--- src/hdl/md5_pkg.sv ---
// md5_pkg: beat types, initial chaining value, round constant and rotation tables
package md5_pkg;

   // initial chaining value
   localparam logic [31:0] IV_A = 32'h67452301;
   localparam logic [31:0] IV_B = 32'hEFCDAB89;
   localparam logic [31:0] IV_C = 32'h98BADCFE;
   localparam logic [31:0] IV_D = 32'h10325476;

   // first pad byte after the message
   localparam logic [7:0] PAD_BYTE = 8'h80;

   // fill level at which the length field starts
   localparam logic [5:0] LEN_START = 6'd56;
   // last byte slot of a block
   localparam logic [5:0] LAST_SLOT = 6'd63;
   // last round of a compression
   localparam logic [5:0] LAST_ROUND = 6'd63;
   // last byte of the length field
   localparam logic [2:0] LAST_LEN_BYTE = 3'd7;
   // most bytes one input word carries
   localparam logic [2:0] MAX_BYTES = 3'd4;

   // input beat
   typedef struct packed {
      logic [31:0] data_word;
      logic [2:0]  byte_count;
      logic        last_word;
   } req_type;

   // result beat
   typedef struct packed {
      logic [31:0] digest_word_a;
      logic [31:0] digest_word_b;
      logic [31:0] digest_word_c;
      logic [31:0] digest_word_d;
   } rsp_type;

   // additive constant of each round
   function automatic logic [31:0] round_const(input logic [5:0] r);
      logic [31:0] k;
      case (r)
         6'd0:  k = 32'hd76aa478;
         6'd1:  k = 32'he8c7b756;
         6'd2:  k = 32'h242070db;
         6'd3:  k = 32'hc1bdceee;
         6'd4:  k = 32'hf57c0faf;
         6'd5:  k = 32'h4787c62a;
         6'd6:  k = 32'ha8304613;
         6'd7:  k = 32'hfd469501;
         6'd8:  k = 32'h698098d8;
         6'd9:  k = 32'h8b44f7af;
         6'd10: k = 32'hffff5bb1;
         6'd11: k = 32'h895cd7be;
         6'd12: k = 32'h6b901122;
         6'd13: k = 32'hfd987193;
         6'd14: k = 32'ha679438e;
         6'd15: k = 32'h49b40821;
         6'd16: k = 32'hf61e2562;
         6'd17: k = 32'hc040b340;
         6'd18: k = 32'h265e5a51;
         6'd19: k = 32'he9b6c7aa;
         6'd20: k = 32'hd62f105d;
         6'd21: k = 32'h02441453;
         6'd22: k = 32'hd8a1e681;
         6'd23: k = 32'he7d3fbc8;
         6'd24: k = 32'h21e1cde6;
         6'd25: k = 32'hc33707d6;
         6'd26: k = 32'hf4d50d87;
         6'd27: k = 32'h455a14ed;
         6'd28: k = 32'ha9e3e905;
         6'd29: k = 32'hfcefa3f8;
         6'd30: k = 32'h676f02d9;
         6'd31: k = 32'h8d2a4c8a;
         6'd32: k = 32'hfffa3942;
         6'd33: k = 32'h8771f681;
         6'd34: k = 32'h6d9d6122;
         6'd35: k = 32'hfde5380c;
         6'd36: k = 32'ha4beea44;
         6'd37: k = 32'h4bdecfa9;
         6'd38: k = 32'hf6bb4b60;
         6'd39: k = 32'hbebfbc70;
         6'd40: k = 32'h289b7ec6;
         6'd41: k = 32'heaa127fa;
         6'd42: k = 32'hd4ef3085;
         6'd43: k = 32'h04881d05;
         6'd44: k = 32'hd9d4d039;
         6'd45: k = 32'he6db99e5;
         6'd46: k = 32'h1fa27cf8;
         6'd47: k = 32'hc4ac5665;
         6'd48: k = 32'hf4292244;
         6'd49: k = 32'h432aff97;
         6'd50: k = 32'hab9423a7;
         6'd51: k = 32'hfc93a039;
         6'd52: k = 32'h655b59c3;
         6'd53: k = 32'h8f0ccc92;
         6'd54: k = 32'hffeff47d;
         6'd55: k = 32'h85845dd1;
         6'd56: k = 32'h6fa87e4f;
         6'd57: k = 32'hfe2ce6e0;
         6'd58: k = 32'ha3014314;
         6'd59: k = 32'h4e0811a1;
         6'd60: k = 32'hf7537e82;
         6'd61: k = 32'hbd3af235;
         6'd62: k = 32'h2ad7d2bb;
         default: k = 32'heb86d391;
      endcase
      return k;
   endfunction

   // left rotation amount, indexed by phase and round within group of four
   function automatic logic [4:0] rot_amount(input logic [3:0] idx);
      logic [4:0] s;
      case (idx)
         4'd0:  s = 5'd7;
         4'd1:  s = 5'd12;
         4'd2:  s = 5'd17;
         4'd3:  s = 5'd22;
         4'd4:  s = 5'd5;
         4'd5:  s = 5'd9;
         4'd6:  s = 5'd14;
         4'd7:  s = 5'd20;
         4'd8:  s = 5'd4;
         4'd9:  s = 5'd11;
         4'd10: s = 5'd16;
         4'd11: s = 5'd23;
         4'd12: s = 5'd6;
         4'd13: s = 5'd10;
         4'd14: s = 5'd15;
         default: s = 5'd21;
      endcase
      return s;
   endfunction

endpackage

--- src/hdl/md5_message_digest_top.sv ---
// md5_message_digest_top: md5 engine fed by 32-bit message words
//
//  channel  direction  handshake          payload
//  req      in         req_valid/stall    md5_pkg::req_type (word, byte count, last)
//  rsp      out        rsp_valid/stall    md5_pkg::rsp_type (four digest words)
//
// a beat's valid bytes enter the block buffer one byte per cycle, pausing while a full block
// is compressed: 64 rounds through the one round unit, then one fold; req_stall stays high
// until the beat is done. a last beat then pushes the 0x80 pad byte, zero bytes up to byte 56,
// eight length bytes and the final block(s), then loads the digest into the output register.
// reset restores the initial chaining value and clears the length and fill count.
// the digest sits in an output register; a stalled rsp holds back only the next digest.
module md5_message_digest_top (
   input  logic             clock,
   input  logic             reset,
   input  logic             req_valid,
   output logic             req_stall,
   input  md5_pkg::req_type req_payload,
   output logic             rsp_valid,
   input  logic             rsp_stall,
   output md5_pkg::rsp_type rsp_payload
);
   import md5_pkg::*;

   typedef enum logic [6:0] {
      S_IDLE  = 7'b0000001,
      S_BYTES = 7'b0000010,
      S_PAD   = 7'b0000100,
      S_LEN   = 7'b0001000,
      S_ROUND = 7'b0010000,
      S_FOLD  = 7'b0100000,
      S_EMIT  = 7'b1000000
   } state_type;

   state_type   state_ff, state_in;
   state_type   ret_ff, ret_in;
   state_type   ret_next;
   logic [31:0] chain_ff [4];
   logic [31:0] chain_in [4];
   logic [31:0] block_ff [16];
   logic [31:0] block_in [16];
   logic [63:0] bitlen_ff, bitlen_in;
   logic [5:0]  fill_ff, fill_in;
   logic [31:0] word_ff, word_in;
   logic [2:0]  cnt_ff, cnt_in;
   logic        last_ff, last_in;
   logic        pad_first_ff, pad_first_in;
   logic [2:0]  len_idx_ff, len_idx_in;
   logic [5:0]  round_ff, round_in;
   logic [31:0] wa_ff, wa_in;
   logic [31:0] wb_ff, wb_in;
   logic [31:0] wc_ff, wc_in;
   logic [31:0] wd_ff, wd_in;
   logic        rsp_valid_ff, rsp_valid_in;
   rsp_type     rsp_data_ff, rsp_data_in;
   logic        push_en;
   logic [7:0]  push_byte;
   logic [3:0]  word_idx;
   logic [31:0] new_b;

   // shared round unit
   md5_round u_round (
      .round_idx (round_ff),
      .a_val     (wa_ff),
      .b_val     (wb_ff),
      .c_val     (wc_ff),
      .d_val     (wd_ff),
      .msg_word  (block_ff[word_idx]),
      .word_idx  (word_idx),
      .new_b     (new_b)
   );

   assign req_stall   = (state_ff != S_IDLE);
   assign rsp_valid   = rsp_valid_ff;
   assign rsp_payload = rsp_data_ff;

   // sequencer
   always_comb begin
      state_in     = state_ff;
      ret_in       = ret_ff;
      ret_next     = ret_ff;
      chain_in     = chain_ff;
      block_in     = block_ff;
      bitlen_in    = bitlen_ff;
      fill_in      = fill_ff;
      word_in      = word_ff;
      cnt_in       = cnt_ff;
      last_in      = last_ff;
      pad_first_in = pad_first_ff;
      len_idx_in   = len_idx_ff;
      round_in     = round_ff;
      wa_in        = wa_ff;
      wb_in        = wb_ff;
      wc_in        = wc_ff;
      wd_in        = wd_ff;
      rsp_valid_in = rsp_valid_ff;
      rsp_data_in  = rsp_data_ff;
      push_en      = 1'b0;
      push_byte    = 8'h00;

      // result beat taken
      if (rsp_valid_ff && !rsp_stall) begin
         rsp_valid_in = 1'b0;
      end

      unique case (state_ff)
         S_IDLE: begin
            if (req_valid) begin
               word_in  = req_payload.data_word;
               cnt_in   = (req_payload.byte_count > MAX_BYTES) ? MAX_BYTES
                                                               : req_payload.byte_count;
               last_in  = req_payload.last_word;
               state_in = S_BYTES;
            end
         end
         S_BYTES: begin
            if (cnt_ff != 3'd0) begin
               push_en   = 1'b1;
               push_byte = word_ff[7:0];
               word_in   = word_ff >> 8;
               cnt_in    = cnt_ff - 3'd1;
               bitlen_in = bitlen_ff + 64'd8;
               ret_next  = S_BYTES;
            end else if (last_ff) begin
               pad_first_in = 1'b1;
               state_in     = S_PAD;
            end else begin
               state_in = S_IDLE;
            end
         end
         S_PAD: begin
            if (pad_first_ff) begin
               push_en      = 1'b1;
               push_byte    = PAD_BYTE;
               pad_first_in = 1'b0;
               ret_next     = S_PAD;
            end else if (fill_ff == LEN_START) begin
               len_idx_in = 3'd0;
               state_in   = S_LEN;
            end else begin
               push_en  = 1'b1;
               ret_next = S_PAD;
            end
         end
         S_LEN: begin
            push_en    = 1'b1;
            push_byte  = bitlen_ff[{len_idx_ff, 3'b000} +: 8];
            len_idx_in = len_idx_ff + 3'd1;
            ret_next   = (len_idx_ff == LAST_LEN_BYTE) ? S_EMIT : S_LEN;
         end
         S_ROUND: begin
            wa_in    = wd_ff;
            wb_in    = new_b;
            wc_in    = wb_ff;
            wd_in    = wc_ff;
            round_in = round_ff + 6'd1;
            if (round_ff == LAST_ROUND) begin
               state_in = S_FOLD;
            end
         end
         S_FOLD: begin
            chain_in[0] = chain_ff[0] + wa_ff;
            chain_in[1] = chain_ff[1] + wb_ff;
            chain_in[2] = chain_ff[2] + wc_ff;
            chain_in[3] = chain_ff[3] + wd_ff;
            state_in    = ret_ff;
         end
         S_EMIT: begin
            if (!rsp_valid_ff || !rsp_stall) begin
               rsp_valid_in              = 1'b1;
               rsp_data_in.digest_word_a = chain_ff[0];
               rsp_data_in.digest_word_b = chain_ff[1];
               rsp_data_in.digest_word_c = chain_ff[2];
               rsp_data_in.digest_word_d = chain_ff[3];
               chain_in[0]               = IV_A;
               chain_in[1]               = IV_B;
               chain_in[2]               = IV_C;
               chain_in[3]               = IV_D;
               bitlen_in                 = 64'd0;
               fill_in                   = 6'd0;
               state_in                  = S_IDLE;
            end
         end
         default: begin
            state_in = S_IDLE;
         end
      endcase

      // byte into the buffer, compression when the block fills
      if (push_en) begin
         block_in[fill_ff[5:2]][{fill_ff[1:0], 3'b000} +: 8] = push_byte;
         fill_in = fill_ff + 6'd1;
         if (fill_ff == LAST_SLOT) begin
            ret_in   = ret_next;
            round_in = 6'd0;
            wa_in    = chain_ff[0];
            wb_in    = chain_ff[1];
            wc_in    = chain_ff[2];
            wd_in    = chain_ff[3];
            state_in = S_ROUND;
         end
      end
   end

   // control state
   always_ff @(posedge clock) begin
      if (reset) begin
         state_ff     <= S_IDLE;
         ret_ff       <= S_IDLE;
         chain_ff[0]  <= IV_A;
         chain_ff[1]  <= IV_B;
         chain_ff[2]  <= IV_C;
         chain_ff[3]  <= IV_D;
         bitlen_ff    <= 64'd0;
         fill_ff      <= 6'd0;
         cnt_ff       <= 3'd0;
         last_ff      <= 1'b0;
         pad_first_ff <= 1'b0;
         len_idx_ff   <= 3'd0;
         round_ff     <= 6'd0;
         rsp_valid_ff <= 1'b0;
      end else begin
         state_ff     <= state_in;
         ret_ff       <= ret_in;
         chain_ff     <= chain_in;
         bitlen_ff    <= bitlen_in;
         fill_ff      <= fill_in;
         cnt_ff       <= cnt_in;
         last_ff      <= last_in;
         pad_first_ff <= pad_first_in;
         len_idx_ff   <= len_idx_in;
         round_ff     <= round_in;
         rsp_valid_ff <= rsp_valid_in;
      end
   end

   // payload and working registers
   always_ff @(posedge clock) begin
      block_ff    <= block_in;
      word_ff     <= word_in;
      wa_ff       <= wa_in;
      wb_ff       <= wb_in;
      wc_ff       <= wc_in;
      wd_ff       <= wd_in;
      rsp_data_ff <= rsp_data_in;
   end

endmodule

--- src/hdl/md5_round.sv ---
// md5_round: one md5 round step, shared by all 64 rounds of a compression
module md5_round (
   input  logic [5:0]  round_idx,
   input  logic [31:0] a_val,
   input  logic [31:0] b_val,
   input  logic [31:0] c_val,
   input  logic [31:0] d_val,
   input  logic [31:0] msg_word,
   output logic [3:0]  word_idx,
   output logic [31:0] new_b
);
   import md5_pkg::*;

   logic [3:0]  r4;
   logic [31:0] f_val;
   logic [31:0] t_sum;
   logic [63:0] rot_wide;
   logic [4:0]  shift;

   assign r4 = round_idx[3:0];

   // mixing function and message word schedule per phase
   always_comb begin
      case (round_idx[5:4])
         2'd0: begin
            f_val    = (b_val & c_val) | (~b_val & d_val);
            word_idx = r4;
         end
         2'd1: begin
            f_val    = (b_val & d_val) | (c_val & ~d_val);
            word_idx = (r4 << 2) + r4 + 4'd1;
         end
         2'd2: begin
            f_val    = b_val ^ c_val ^ d_val;
            word_idx = (r4 << 1) + r4 + 4'd5;
         end
         default: begin
            f_val    = c_val ^ (b_val | ~d_val);
            word_idx = (r4 << 3) - r4;
         end
      endcase
   end

   // sum, rotate and add
   assign shift    = rot_amount({round_idx[5:4], round_idx[1:0]});
   assign t_sum    = a_val + f_val + msg_word + round_const(round_idx);
   assign rot_wide = {t_sum, t_sum} << shift;
   assign new_b    = b_val + rot_wide[63:32];

endmodule
--- config.mk ---
export PLATFORM = sky130hd
export DESIGN_NAME = md5_message_digest_top
export DESIGN_NICKNAME = d
export VERILOG_FILES = /design/src/hdl/md5_pkg.sv /design/src/hdl/md5_message_digest_top.sv /design/src/hdl/md5_round.sv
export SDC_FILE = /design/constraint.sdc
export NUM_CORES = 2
export LEC_CHECK = 0
export ABC_AREA = 0
export BUFFER_PORTS_ARGS = -buffer_cell sky130_fd_sc_hd__buf_2
export CAP_MARGIN = 25
export CORE_MARGIN = 4
export CORE_UTILIZATION = 30
export CTS_CLUSTER_DIAMETER = 150
export DETAILED_ROUTE_END_ITERATION = 16
export PLACE_DENSITY_LB_ADDON = 0.3
export RECOVER_POWER = 100
export SLEW_MARGIN = 30
export SYNTH_ARGS = -nofsm -noshare
export SYNTH_HDL_FRONTEND = slang
export SYNTH_SLANG_ARGS = --single-unit
--- constraint.sdc ---
create_clock -name clock -period 10.8 [get_ports clock]
set_input_delay 0 -clock clock [delete_from_list [all_inputs] [get_ports clock]]
set_output_delay 0 -clock clock [all_outputs]
set_load 0.1 [all_outputs]
-- Word level (Yosys, flattened, before mapping)
Memories as Yosys holds them, arrays and structs flattened. A register that Yosys moved wholly into a read port is not among the register bits.
Cells that the tools add are included.
- add/sub/neg operators: 19
- magnitude comparators: 4
- equality and inequality tests: 22
- shifts and indexed selects: 4
- multiplexer cells: 71
- bitwise logic cells: 14
- reduce and logical (&&, ||, !) cells: 24
- operator list (cell ; number):
    two-way mux 32 bit ; 17
    bitwise mux 512 bit ; 1
    adder 32 bit ; 8
    case mux 128 bit (2 select lines) ; 1
    AND 32 bit ; 4
    binary-select mux 32 bit (select 4 bit) ; 1
    demux 32 bit (select 4 bit) ; 1
    two-way mux 128 bit ; 1
    two-way mux 64 bit ; 2
    case mux 64 bit (2 select lines) ; 1
    bitwise OR 32 bit ; 3
    case mux 32 bit (3 select lines) ; 1
    bitwise XOR 32 bit ; 3
    two-way mux 7 bit ; 12
    adder 64 x 4 -> 64 bit, second input constant ; 1
    inverter 32 bit ; 2
    case mux 32 bit (2 select lines) ; 1
    indexed part select 64 x 7 -> 8 bit ; 1
    << shifter 64 x 5 -> 64 bit ; 1
    case mux 7 bit (7 select lines) ; 1
    two-way mux 6 bit ; 7
    variable shift 8 x 7 -> 32 bit, first input constant ; 1
    indexed part select 8 x 7 -> 32 bit ; 1
    case mux 8 bit (3 select lines) ; 1
    44 further kinds ; 85
- bits in registers: 1027
- memory bits (read-only): 2128
- bits of input ports: 40
- output and inout port bits: 130
- logic and storage cells: 199
- memories: 2
- memory list (name ; words ; bits a word ; rd ports ; clocked after Yosys merged registers in ; wr ports ; line ; source):
    (name not given) ; 64 ; 32 ; 1 ; 1 ; 0 ; md5_pkg.sv:42 ; case (r)
    (name not given) ; 16 ; 5 ; 1 ; 1 ; 0 ; md5_pkg.sv:114 ; case (idx)

-- Longest topological paths before layout
- depth in word-level cells: 14
- mapped depth: 42
- gate-level depth less buffers: 40

-- Hierarchy
From an unflattened synthesis, not the netlist that was laid out.
- cells, all modules: 5359
- area, all modules: 57097.3 sq um
- by module, submodules not included (module ; times used ; cells an instance ; area each (sq um) ; seq. area each (sq um)):
    md5_message_digest_top ; 1 ; 3597 ; 45014.4 ; 27186.1
    md5_round ; 1 ; 1762 ; 12082.8 ; 0.0

-- Worst setup path after synthesis
OpenSTA, ideal clock, no wires.
- kind: reg2reg
- from: reg round_ff[0]
- to: reg wb_ff[31]
- setup time: 0.125 ns
- arrival: 9.235 ns
- data required time: 10.675 ns
- setup slack: 1.439 ns
- cell stages (with the launch flop): 41
- buffers on the path: 3
- clock period less this slack: 9.361 ns
- path through: dfxtp_1 -> buf_2 -> inv_1 -> ha_1 -> nand3_1 -> o21ai_0 -> a21oi_1 -> clkbuf_1 -> clkbuf_1 -> mux4_2 -> mux2_2 -> o21ai_0 -> fa_1 -> inv_1 -> ha_1 -> fa_1 -> a21o_1 -> a22o_1 -> [5 not listed] -> a21oi_1 -> o21a_1 -> mux2i_1 -> mux2i_1 -> mux2_2 -> ha_1 -> o21ai_0 -> o21a_1 -> o31ai_1 -> o41ai_1 -> a31o_2 -> o31a_1 -> o311a_1 -> o41ai_1 -> or3_2 -> nor3_1 -> nor4b_1 -> nand2_1
- longest elaborated chain between the ends: 14
- elaborated cells between the ends (all ways): 17
- those cells by class: add/sub (8); shift (1); mux (7); bitwise (1)
- ends and longest elaborated chain (element ; line ; source):
    start: declaration ; md5_message_digest_top.sv:49 ; logic [5:0] round_ff, round_in;
    start signal: assignment ; md5_message_digest_top.sv:232 ; round_ff <= round_in;
    adder 4 bit (on tied branches) ; md5_round.sv:35, md5_round.sv:31 ;
    adder 4 x 3 -> 4 bit / adder 4 x 1 -> 4 bit (equally long branches) ; md5_round.sv:35, md5_round.sv:31 ;
    case mux 4 bit (3 select lines) (*) ; md5_round.sv:24 ; case (round_idx[5:4])
    inverter 4 -> 5 bit (implied by the code) (*) ; md5_message_digest_top.sv:68 ; .msg_word (block_ff[word_idx]),
    binary-select mux 32 bit (select 4 bit) (*) ; md5_message_digest_top.sv:68 ;
    two-way mux 32 bit (implied by the code) (*) (2 in a row) ; md5_message_digest_top.sv:68 ;
    adder 32 bit (*) (2 in a row) ; md5_round.sv:46 ; assign t_sum = a_val + f_val + msg_word + round_const(round_idx);
    << shifter 64 x 5 -> 64 bit (*) ; md5_round.sv:47 ; assign rot_wide = {t_sum, t_sum} << shift;
    adder 32 bit (*) ; md5_round.sv:48 ; assign new_b = b_val + rot_wide[63:32];
    two-way mux 32 bit (*) ; md5_message_digest_top.sv:106 ; unique case (state_ff)
    two-way mux 32 bit ; md5_message_digest_top.sv:193 ; if (fill_ff == LAST_SLOT) begin
    two-way mux 32 bit (*) ; md5_message_digest_top.sv:190 ; if (push_en) begin
    named net wb_in[31] ; md5_message_digest_top.sv:51 ; logic [31:0] wb_ff, wb_in;
    end signal: assignment ; md5_message_digest_top.sv:242 ; wb_ff <= wb_in;
    end: declaration ; md5_message_digest_top.sv:51 ;
Mark *: on every way through the listed nets, which the timed path passes. The rest lies on a longest branch. The select of a mux whose other input is x is not followed.
A chain may end at the register's enable or synchronous reset.

==> metrics.cfg <==
[synth]
yosysSeqAreaShare_pct=48.3
syn_area_mm2=0.0579
synth_warnings=0
synth_flop_cell=edfxtp_1
syn-num-nets=5938
avgSynthCellArea_um2=10.3
yosysUniqueCellTypes=98
synth_top_cell_area_share_pct=34.9
synth-edff-count=672
synth_area_leaders=edfxtp_1 (35%), dfxtp_1 (13%), mux4_2 (5.5%), ha_1 (4.9%), nand2_1 (4.4%)
synth_cells=5605
ys_async_sr_fraction_pct=0
synth_top_area_cell=edfxtp_1
ys_ff_latch=1059
synth_commonest_cells=nand2_1 (685), edfxtp_1 (672), nor2_1 (566)
yosysMostFrequentCell=nand2_1

[timing]
worstMarginPinSlew_ps=3940
hold_slack_ps=68.5
finalClockSkew_ps=54.5
setup_viol=0
setup_tns_ps=0
fmax_mhz=96.3
min_period_ps=10380
slew_violations=629
setup_ws_ps=417
hold_viol_final=0
slew_headroom_pct=-163
rsz0062_at_grt=false
period_share_pct=96.1

[routing]
wl_per_cell_um=22.8
ant_nets=0
drc_errors=0
routed_wl_um=190000
drt_pre_antenna_iters=6
vias_per_cell=5.36
dr.first_iter.drc_count=4293
vias=44548

[finish]
drive_gt1_share_pct=9.72
seqCellArea_mm2=0.0279
nFillCells=19232
fin_nets=6046
final_util_pct=34.2
fin_area_mm2=0.0654
multi_input_area_mm2=0.0279
area_growth_pct=13.0

[outcome]
violations=capacitance limit, slew limit
status=finished, violations left

[power]
max-vdd-ir-drop_mv=0.115
powerDensity_mw_per_mm2=127
power_leakage_nw=22.8

[hold_path]
min_to=word_ff[16]$_DFFE_PP_
hold_start=req_payload[20]
hold_class=input port to flip-flop
hold_depth=4

[placement]
dp_hpwl_um=135000
dpl_cell_area_mm2=0.0614
place.gp.congestion=0.957
numPortBuffers=169
dp_slack_ps=492

[clock_network]
numCtsBuffers=109
cts.path.max_buffers=3
worstSkewPairLatency_ps=770
cts_tree=done
clk_pin_slew_ps=60
cts.sinks=1059
cts-root-buf=clkbuf_16
htree_num_levels=3

[worst_setup_path]
r2r_slack_ps=420
worstPathMaxFanout=82
path_depth=15
cp-end-kind=flip-flop
crit_type=flip-flop to flip-flop
worstSetupStartpointType=flip-flop
crit_buf_inv=4
reg2reg_depth=15
critPathRequiredTime_ps=11430
cp_common_cell=nand2_1
cp_top_family=simple AND/OR/NAND/NOR gates
r2r_start=state_ff[0]$_SDFF_PP1_
cp_slowest_stage_delay_ps=1750
crit_chain=or4_1 > nor4b_1 > a211o_1 > nand2_1 > or2_0 > buf_4 > nand2_2 > clkbuf_1 > clkinv_1 > clkbuf_2 > nor2_1 > nand2_1 > nand2_1 > o32ai_1 > o21ai_0
arrival_ps=11020
slowest_stage=clkbuf_1

[global_routing]
grt_pass1_wl_um=280000
grtUsageTotal_pct=18.5
grt_max_degree=83
antenna_found_initial=1
gr-total-overflow=0
first_global_vias=41977

[job]
maxCapViolCount=15

[floorplan]
io_pins=170
die-area_mm2=0.200
start_util_pct=30.3
fp-row-count=160
die_x_um=447
fp.dieH_um=447
coreArea_mm2=0.191

[flip-flops by register name (all words and copies together), names as in the netlist, named ones only]
| signal | count |
|---|---|
| fill_ff | 6 |
| word_ff | 32 |
| len_idx_ff | 3 |
| pad_first_ff | 1 |
| wd_ff | 32 |
| bitlen_ff | 61 |
| wa_ff | 32 |
| state_ff | 7 |
| chain_ff | 128 |
| last_ff | 1 |
| rsp_valid | 1 |
| block_ff | 512 |
| round_ff | 6 |
| ret_ff | 5 |
| cnt_ff | 3 |
| u_round.shift | 5 |
| wb_ff | 32 |
| rsp_payload | 128 |
| wc_ff | 32 |
[per-layer routing]
layer	vias to the layer above	routed length [µm]	global-route usage, %
li1	20742	-	-
met1	22053	85200	25.8
met2	1450	85000	29.0
met3	303	11700	2.92
met4	0	7820	6.67
met5	-	0	0
[what timing repair did]
item,4_1_cts,5_1_grt
resized for setup,0,2
endpoints found under the hold margin,66,0
setup endpoints to repair,0,1
setup buffers,0,1
hold buffers,63,0
[cells in the final DEF (no fill, tap or decap), drive strengths merged, types with 50 or more instances in the layout]
cell / count
a21o: 69
a21oi: 383
a31oi: 153
buf: 101
clkbuf: 289
dfxtp: 387
dlygate4sd3: 63
edfxtp: 672
fa: 68
ha: 225
inv: 205
mux2: 77
mux2i: 93
mux4: 143
nand2: 692
nand3: 148
nor2: 570
nor3: 70
o211ai: 91
o21ai: 350
o22ai: 50
xnor2: 150
xor2: 107
[final cells by class]
cell class	count	area share, %
timing repair buffer	314	2.98
antenna	2	0.00766
clock inverter	63	1.13
inverter	204	1.17
clock buffer	139	4.44
tap	2511	4.81
sequential	1059	42.7
multi-input combinational	4025	42.7
[kinds of logic after synthesis]
family	Yosys count	share of synthesized area, %
buffers and inverters	522	3.60
AOI/OAI and AO/OA	1391	14.9
and+or+nand+nor	1770	13.4
muxes	312	8.65
DFF	1059	48.3
xor gates and xnor gates	258	3.94
adders and majority gates	293	7.22
[per-stage QoR]
step           instances  power [W]
5_1_grt             8317    0.00854
6_report            8317    0.00829
2_1_floorplan       5605    0.00442
3_3_place_gp        8042    0.00446
3_5_place_dp        8047    0.00447
4_1_cts             8312    0.00837
[worst max-delay path by stage]
stage          slack, ps                 to                    from
2_1_floorplan       1440  wb_ff[31]$_DFF_P_  round_ff[0]$_SDFF_PP0_
3_3_place_gp         640  wb_ff[31]$_DFF_P_  round_ff[0]$_SDFF_PP0_
3_5_place_dp         490  wb_ff[31]$_DFF_P_  round_ff[0]$_SDFF_PP0_
4_1_cts              450  wb_ff[31]$_DFF_P_  round_ff[0]$_SDFF_PP0_
5_1_grt               20  wb_ff[31]$_DFF_P_  round_ff[0]$_SDFF_PP0_
6_report             420          flip-flop  state_ff[0]$_SDFF_PP1_
[report_power, final]
group          total, W  internal [W]  switching, W  leakage, nW
combinational  0.000109     0.0000374     0.0000715         12.4
sequential      0.00429       0.00428    0.00000842         8.69
clock           0.00390       0.00221       0.00168         1.75
total           0.00829       0.00653       0.00176         22.8
[worst reg2reg max path: cells and delay by family (launching register included)]
kind	cells	cell delay, ps
compound gates	3	1060
flops	1	340
buf+inv	4	3710
simple gates	8	5130
No activity file was read; power rests on OpenSTA's default activity.
